### config.mk
export PLATFORM = sky130hd
export DESIGN_NAME = url_component_splitter
export DESIGN_NICKNAME = d
export VERILOG_FILES = /design/src/hw/rtl/urlcs_pkg.sv /design/src/hw/rtl/urlcs_classify.sv /design/src/hw/rtl/url_component_splitter.sv
export VERILOG_INCLUDE_DIRS = /design/src /design/src/hw/rtl
export SDC_FILE = /design/constraint.sdc
export NUM_CORES = 1
export LEC_CHECK = 0
export ABC_AREA = 1
export BUFFER_PORTS_ARGS = -buffer_cell sky130_fd_sc_hd__buf_2
export CORE_MARGIN = 10
export CORE_UTILIZATION = 53
export DETAILED_ROUTE_END_ITERATION = 6
export PLACE_DENSITY_LB_ADDON = 0.05
export SLEW_MARGIN = 20
export SYNTH_ARGS = -nofsm -noshare
export SYNTH_HDL_FRONTEND = slang
export SYNTH_SLANG_ARGS = --single-unit
### constraint.sdc
create_clock -name aclk -period 2.1 [get_ports aclk]
set_clock_uncertainty 0.15 [all_clocks]
set_input_delay 0.105 -clock aclk [delete_from_list [all_inputs] [get_ports aclk]]
set_output_delay 0.105 -clock aclk [all_outputs]
set_load 0.02 [all_outputs]
### src/hw/rtl/assert_macros.svh
// assertion macros for the url component splitter rtl
// no dependencies; bodies are empty when SYNTHESIS is defined
`ifndef ASSERT_MACROS_SVH
`define ASSERT_MACROS_SVH

`ifndef SYNTHESIS

`define ASSERT_IMPL(label, clk, rstn, ante, cons) \
    label: assert property (@(posedge clk) disable iff (!(rstn)) (ante) |-> (cons)) \
        else $error("implication check failed");

`define ASSERT_NEXT(label, clk, rstn, ante, cons) \
    label: assert property (@(posedge clk) disable iff (!(rstn)) (ante) |=> (cons)) \
        else $error("next-cycle check failed");

`else

`define ASSERT_IMPL(label, clk, rstn, ante, cons)

`define ASSERT_NEXT(label, clk, rstn, ante, cons)

`endif

`endif

### src/hw/rtl/urlcs_pkg.sv
// types and constants for the url component splitter
// no dependencies
`default_nettype none

package urlcs_pkg;

    typedef enum logic [3:0] {
        PH_SCHEME = 4'd0,
        PH_SLASH1 = 4'd1,
        PH_SLASH2 = 4'd2,
        PH_HOST   = 4'd3,
        PH_PORT   = 4'd4,
        PH_PATH   = 4'd5,
        PH_QUERY  = 4'd6,
        PH_FRAG   = 4'd7,
        PH_REJECT = 4'd8
    } phase_t;

    typedef enum logic [2:0] {
        PART_SCHEME  = 3'd0,
        PART_HOST    = 3'd1,
        PART_PORT    = 3'd2,
        PART_PATH    = 3'd3,
        PART_QUERY   = 3'd4,
        PART_FRAG    = 3'd5,
        PART_DELIM   = 3'd6,
        PART_IGNORED = 3'd7
    } part_t;

    typedef enum logic [1:0] {
        VERDICT_PENDING = 2'd0,
        VERDICT_ACCEPT  = 2'd1,
        VERDICT_REJECT  = 2'd2
    } verdict_t;

    typedef struct packed {
        part_t    part;
        verdict_t verdict;
        phase_t   phase_next;
    } urlcs_step_t;

    localparam logic [7:0] CHAR_COLON = 8'h3A;
    localparam logic [7:0] CHAR_SLASH = 8'h2F;
    localparam logic [7:0] CHAR_QMARK = 8'h3F;
    localparam logic [7:0] CHAR_HASH  = 8'h23;

endpackage

`default_nettype wire

### src/hw/rtl/urlcs_classify.sv
// per-byte tagging and phase update of the url splitter
// depends on urlcs_pkg
`default_nettype none

module urlcs_classify
    import urlcs_pkg::*;
(
    input  phase_t      phase,
    input  logic [7:0]  char_in,
    input  logic        end_mark,
    output urlcs_step_t step
);

    part_t    part;
    phase_t   nxt;
    verdict_t verdict;
    logic     is_letter;

    assign is_letter = char_in inside {[8'h41:8'h5A], [8'h61:8'h7A]};

    always_comb begin
        nxt  = phase;
        part = PART_IGNORED;
        case (phase)
            PH_SCHEME: begin
                if (char_in == CHAR_COLON) begin
                    part = PART_DELIM;
                    nxt  = PH_SLASH1;
                end else if (is_letter) begin
                    part = PART_SCHEME;
                end else begin
                    nxt = PH_REJECT;
                end
            end
            PH_SLASH1: begin
                if (char_in == CHAR_SLASH) begin
                    part = PART_DELIM;
                    nxt  = PH_SLASH2;
                end else begin
                    nxt = PH_REJECT;
                end
            end
            PH_SLASH2: begin
                if (char_in == CHAR_SLASH) begin
                    part = PART_DELIM;
                    nxt  = PH_HOST;
                end else begin
                    nxt = PH_REJECT;
                end
            end
            PH_HOST: begin
                if (char_in == CHAR_COLON) begin
                    part = PART_DELIM;
                    nxt  = PH_PORT;
                end else if (char_in == CHAR_SLASH) begin
                    part = PART_DELIM;
                    nxt  = PH_PATH;
                end else begin
                    part = PART_HOST;
                end
            end
            PH_PORT: begin
                if (char_in == CHAR_SLASH) begin
                    part = PART_DELIM;
                    nxt  = PH_PATH;
                end else begin
                    part = PART_PORT;
                end
            end
            PH_PATH: begin
                if (char_in == CHAR_QMARK) begin
                    part = PART_DELIM;
                    nxt  = PH_QUERY;
                end else if (char_in == CHAR_HASH) begin
                    part = PART_DELIM;
                    nxt  = PH_FRAG;
                end else begin
                    part = PART_PATH;
                end
            end
            PH_QUERY: begin
                if (char_in == CHAR_HASH) begin
                    part = PART_DELIM;
                    nxt  = PH_FRAG;
                end else begin
                    part = PART_QUERY;
                end
            end
            PH_FRAG: begin
                part = PART_FRAG;
            end
            default: begin
                part = PART_IGNORED;
                nxt  = PH_REJECT;
            end
        endcase

        if (nxt == PH_REJECT) begin
            verdict = VERDICT_REJECT;
        end else if (end_mark) begin
            verdict = (nxt == PH_PATH || nxt == PH_QUERY || nxt == PH_FRAG)
                      ? VERDICT_ACCEPT : VERDICT_REJECT;
        end else begin
            verdict = VERDICT_PENDING;
        end

        step.part       = part;
        step.verdict    = verdict;
        step.phase_next = end_mark ? PH_SCHEME : nxt;
    end

endmodule

`default_nettype wire

### src/hw/rtl/url_component_splitter.sv
// url component splitter top level: input register, tagging logic, result register
// depends on urlcs_pkg, urlcs_classify and assert_macros.svh
//
// usage:
//   the s_ channel takes one url byte per word (s_char_in) with s_end_mark set on
//   the last byte of a url. the m_ channel returns exactly one word per input
//   word: the byte itself, its part tag, the verdict and the echoed end mark.
//   throughput is one word per cycle, sustained while m_ready is high, with no
//   bubbles between urls; the phase register is read and updated in the same
//   cycle by the tagging logic. an accepted word passes through the input
//   register and then the result register before m_valid shows it.
//   when m_ready is low both registers fill and s_ready drops after two words
//   are held; no word is lost or repeated, and s_ready returns as soon as the
//   result register drains.
//   reset (aresetn low, synchronous) empties both registers and puts the phase
//   at the start of a scheme; a url that was partly received is dropped.
`default_nettype none
`include "assert_macros.svh"

module url_component_splitter
    import urlcs_pkg::*;
(
    input  wire logic       aclk,
    input  wire logic       aresetn,

    input  wire logic       s_valid,
    output logic            s_ready,
    input  wire logic [7:0] s_char_in,
    input  wire logic       s_end_mark,

    output logic            m_valid,
    input  wire logic       m_ready,
    output logic [7:0]      m_char_out,
    output logic [2:0]      m_part,
    output logic [1:0]      m_verdict,
    output logic            m_end_out
);

    logic        in_valid_reg;
    logic [7:0]  in_char_reg;
    logic        in_last_reg;

    logic        out_valid_reg;
    logic [7:0]  out_char_reg;
    part_t       out_part_reg;
    verdict_t    out_verdict_reg;
    logic        out_last_reg;

    phase_t      phase_reg;
    phase_t      phase_next;

    logic        out_ready;
    logic        advance;
    urlcs_step_t step;

    assign out_ready = !out_valid_reg || m_ready;
    assign advance   = in_valid_reg && out_ready;
    assign s_ready   = !in_valid_reg || out_ready;

    urlcs_classify u_classify (
        .phase    (phase_reg),
        .char_in  (in_char_reg),
        .end_mark (in_last_reg),
        .step     (step)
    );

    // input register
    always_ff @(posedge aclk) begin
        if (!aresetn) begin
            in_valid_reg <= 1'b0;
        end else if (s_ready) begin
            in_valid_reg <= s_valid;
        end
        if (s_ready && s_valid) begin
            in_char_reg <= s_char_in;
            in_last_reg <= s_end_mark;
        end
    end

    // phase state
    always_comb begin
        phase_next = phase_reg;
        if (advance) begin
            phase_next = step.phase_next;
        end
    end

    always_ff @(posedge aclk) begin
        if (!aresetn) begin
            phase_reg <= PH_SCHEME;
        end else begin
            phase_reg <= phase_next;
        end
    end

    // result register
    always_ff @(posedge aclk) begin
        if (!aresetn) begin
            out_valid_reg <= 1'b0;
        end else if (out_ready) begin
            out_valid_reg <= in_valid_reg;
        end
        if (advance) begin
            out_char_reg    <= in_char_reg;
            out_part_reg    <= step.part;
            out_verdict_reg <= step.verdict;
            out_last_reg    <= in_last_reg;
        end
    end

    assign m_valid    = out_valid_reg;
    assign m_char_out = out_char_reg;
    assign m_part     = out_part_reg;
    assign m_verdict  = out_verdict_reg;
    assign m_end_out  = out_last_reg;

    `ASSERT_NEXT(a_phase_restart, aclk, aresetn, advance && in_last_reg, phase_reg == PH_SCHEME)
    `ASSERT_IMPL(a_accept_on_end, aclk, aresetn,
                 m_valid && m_verdict == VERDICT_ACCEPT, m_end_out)
    `ASSERT_IMPL(a_ignored_rejects, aclk, aresetn,
                 m_valid && m_part == PART_IGNORED, m_verdict == VERDICT_REJECT)
    `ASSERT_NEXT(a_reject_sticks, aclk, aresetn,
                 advance && phase_reg == PH_REJECT, m_verdict == VERDICT_REJECT)

endmodule

`default_nettype wire

==> results.txt <==
After legalization and detailed placement, the total HPWL measured between 2000 and 2500 um. The core region is 2450 um^2. The count of maximum capacitance violations is 0.

The slew at the pin closest to its max-slew limit came out at between 0.5 and 0.6 ns. The count of buffers inserted at the top-level ports is 28. The post-placement worst setup slack came out at ~0.28 ns.

The number of violations reported at the end of detailed-routing iteration 0 is between 50 and 60. The reg-to-reg setup timing slack came out at between 0.2 and 0.3 ns. Setup repair after global routing left no endpoint under its margin.

The met2 wire length came out at 1380 um. The run finished with clean final reports. The startpoint identified for the worst register-to-register timing path is in_char_reg[4]. After layout, the worst setup slack is approximately 0.25 ns. From synthesis to final layout, the design area changed by 30.1%. Along the worst path, the maximum fanout reaches 5. The count of placed standard cells in the final layout, fillers left out came out at 230. Synthesis produced a netlist whose cell count is 150.

The die footprint is ~5000 um^2. The signal arrival time at the worst endpoint came out at between 1.5 and 2 ns. By instance count, the cell type seen most on the critical path is sky130_fd_sc_hd__nand2_1. The stage delay of the slowest cell on the critical path came out at about 0.48 ns. Walking the worst path, the cells encountered are inv_2 > nand2_1 > nor2_1 > nand2_1 > nand2_1 > nand2_1 > a21oi_1 > nand2_1 > nand2_1 > nand2_1. On the critical path, the stage with the largest delay is an instance of sky130_fd_sc_hd__edfxtp_1.

The post-route met1 wirelength came out at roughly 1200 um. The flip-flop and latch area is roughly 800 um^2. The total CTS buffers came out at 5. The number of iterations in the first detailed-routing pass came out at 4. The final weighted congestion in routability-driven placement came out at approximately 0.96.

Headroom to the max-slew limit came out at 63.2%. The logic depth of the worst register-to-register path came out at 10. The final-report max-slew violation count is 0. For this run, design rule violations remaining after detail routing come to 0.

The type of destination of the critical path is a flop. Net switching is 22.4% of the power. The horizontal die dimension came out at a little over 70 um. The post-detailed-route wirelength per cell is ~13 um.

The clock latency at the later pin of the worst-skew pair is about 0.32 ns. The power per cell area came out at about 720 nW/um^2. The flip-flop and latch count after synthesis is 29. The average size of a mapped cell is between 9 and 10 um^2.

The internal portion of the total power is between 900 and 1000 uW. The number of global-route vias before repair is between 1000 and 1500. The CTS root buffer is sky130_fd_sc_hd__clkbuf_4. STA classifies the critical path startpoint as a flop. The final period utilization is between 80 and 90%. The minimum clock period after layout came out at 1.85 ns. The per-cell via count in the routed design is 5.14.

The starting utilization of the core area came out at roughly 55%. The fmax is about 540 MHz. The initial antenna violation count is 0. The first-pass GRT wire length is between 5000 and 6000 um.

In this run the worst setup path terminates at m_verdict[1]. The post-route setup TNS came out at 0 ns. The worst path required time is a little over 2 ns. The switching power summed over all nets came out at about 280 uW.

The number of vias in the routed layout is 1183. The endpoint identified for the worst register-to-register timing path is m_verdict[1]. Clock tree synthesis found a total of 29 sinks. The number of nets handed over by synthesis was 163. Global routing consumed, over all layers together, between 10% and 20% of the routing resources. TritonCTS built the clock tree. The pin count of the biggest net entering global routing came out at 15.

The largest vdd supply drop is 0.624 mV. The number of failing hold endpoints at the final stage is 0. The clock-pin slew reported for the worst setup and hold paths after clock tree synthesis came out at 0.10 ns. Yosys mapped the design onto 20 distinct sky130hd cell types.

The share of total power dissipated in combinational logic is a little under a tenth. The clock network accounts for 38.1% of the total power. The number of cells upsized or downsized after cts is 0.

In this run the static leakage power is 0.000786 uW. The level count of the clock H-tree came out at 2. The number of failing setup endpoints in the final timing report came out at 0. The mapped netlist covers ~1400 um^2. The number of buffers inserted to repair setup after CTS is 0. The number of antenna diodes in the final layout is 0. The highest metal layer with signal wires is met4. The standard-cell row count is 18.

The sequential-to-total area share from yosys stat is between 60% and 70%. The fraction of power consumed by sequential logic came out at between 50% and 60%. The count of nets left with antenna violations once routing finished came out at 0.

The worst-case clock buffer depth is 2. The number of placed instances, taps included, is between 200 and 250. During synthesis, Yosys emitted a total of 0 warnings. The I/O pin count is 29. The routed wire length came out at 3030 um. The die is 70.5 um tall. The number of fill cells is about 190. After global routing the overflow that remains totals 0. The worst hold path belongs to the class primary input to flop. The critical path startpoint is in_char_reg[4]. The total area of multi-input combinational cells is 458 um^2. Summed over all nets, wire length on met3 after detailed routing comes to approximately 290 um. Measured on the finished design, the core utilization comes to 71.6%. The ratio of cells with drive above 1 in the final layout came out at 26.0%. The count of nets after finishing is approximately 210. The critical path is of the flop to flop type.
per-layer routing:
layer  track usage (%)  vias to the layer above
met3              5.37                       13
li1                  -                      588
met1              13.3                      523
met2              20.4                       59
met5                 0                        -
met4              7.24                        0
worst max-delay path: cells and delay by family, from the launching register on:
family / cells / cell delay, ns
AND/OR/NAND/NOR: 8 / 0.69
flip-flops: 1 / 0.48
AO/OA/AOI/OAI: 1 / 0.21
buffers and inverters: 1 / 0.09
cell usage in the layout, fill, tap and decap left out:
cell,n
sky130_fd_sc_hd__nand2_1,52
sky130_fd_sc_hd__buf_2,28
sky130_fd_sc_hd__edfxtp_1,23
sky130_fd_sc_hd__inv_1,18
sky130_fd_sc_hd__dlygate4sd3_1,14
sky130_fd_sc_hd__nor2_1,13
sky130_fd_sc_hd__a21oi_1,10
sky130_fd_sc_hd__nor2_2,6
sky130_fd_sc_hd__dfxtp_1,6
sky130_fd_sc_hd__nand3_1,5
sky130_fd_sc_hd__clkbuf_4,5
sky130_fd_sc_hd__inv_2,4
sky130_fd_sc_hd__nand2_2,2
sky130_fd_sc_hd__nand4_1,2
sky130_fd_sc_hd__nand2_4,1
sky130_fd_sc_hd__nor2b_1,1
sky130_fd_sc_hd__nor3b_2,1
sky130_fd_sc_hd__o311ai_0,1
sky130_fd_sc_hd__nor3_1,1
sky130_fd_sc_hd__nand3_2,1
sky130_fd_sc_hd__o2111ai_1,1
sky130_fd_sc_hd__o21ai_2,1
sky130_fd_sc_hd__o21ai_1,1
sky130_fd_sc_hd__clkbuf_8,1
sky130_fd_sc_hd__clkinvlp_4,1
sky130_fd_sc_hd__bufinv_16,1
cell type report:
class,count,area share (%)
multi-input cells,99,26.0
well taps,30,2.14
clock inverters,2,2.14
clock buffers,6,2.92
inverters,22,4.70
flip-flops and latches,29,46.1
repair buffers,42,15.9
power by group through the flow:
stage	registers, uW	clock network [uW]	logic [uW]
after floorplan	693	0	45.4
after global placement	678	0	95.3
after detailed placement	679	0	97.2
after CTS	666	484	117
after global routing	670	518	132
final	666	483	117
what timing repair did:
action	in CTS	in global routing
setup endpoints to repair	0	0
hold endpoints to repair	15	0
hold buffers	14	0
kinds of logic after synthesis:
logic type | share of synthesized area [%]
AND/OR/NAND/NOR | 27.9
flip-flops | 60.0
buffers and inverters | 6.11
AO/OA/AOI/OAI | 6.02
through the flow:
stage                     instance area, um^2  total power [uW]  hold WS [ns]
after floorplan                          1350               738        0.0539
after global placement                   1530               774         0.131
after detailed placement                 1530               776         0.133
after CTS                                1760              1270         0.319
after global routing                     1760              1320         0.324
final                                    1760              1270         0.329
cell usage after synthesis:
| cell | n | area, um^2 |
|---|---|---|
| sky130_fd_sc_hd__nand3_1 | 5 | 25.0 |
| sky130_fd_sc_hd__o2111ai_1 | 1 | 8.76 |
| sky130_fd_sc_hd__nor3_1 | 1 | 5.00 |
| sky130_fd_sc_hd__a21oi_1 | 10 | 50.1 |
| sky130_fd_sc_hd__o21ai_1 | 1 | 5.00 |
| sky130_fd_sc_hd__nand2_2 | 2 | 12.5 |
| sky130_fd_sc_hd__edfxtp_1 | 23 | 691 |
| sky130_fd_sc_hd__nand4_1 | 2 | 12.5 |
| sky130_fd_sc_hd__nand3_2 | 1 | 10.0 |
| sky130_fd_sc_hd__nor2_1 | 13 | 48.8 |
| sky130_fd_sc_hd__o311ai_0 | 1 | 8.76 |
| sky130_fd_sc_hd__inv_1 | 18 | 67.6 |
| sky130_fd_sc_hd__o21ai_2 | 1 | 8.76 |
| sky130_fd_sc_hd__nor3b_2 | 1 | 12.5 |
| sky130_fd_sc_hd__dfxtp_1 | 6 | 120 |
| sky130_fd_sc_hd__inv_2 | 4 | 15.0 |
| sky130_fd_sc_hd__nand2_1 | 52 | 195 |
| sky130_fd_sc_hd__nand2_4 | 1 | 11.3 |
| sky130_fd_sc_hd__nor2_2 | 6 | 37.5 |
| sky130_fd_sc_hd__nor2b_1 | 1 | 6.26 |
worst min path at each step:
stage | from | slack, ns | cells past startpoint | to
3_5_place_dp | s_char_in[6] | 0.13 | 1 | in_char_reg[6]
2_1_floorplan | s_char_in[0] | 0.05 | 0 | in_char_reg[0]
3_3_place_gp | s_char_in[2] | 0.13 | 1 | in_char_reg[2]
6_report | s_char_in[4] | 0.33 | 2 | in_char_reg[4]
5_1_grt | s_end_mark | 0.32 | 2 | in_last_reg
4_1_cts | s_char_in[0] | 0.32 | 2 | in_char_reg[0]
(Power assumes the default switching activity.)
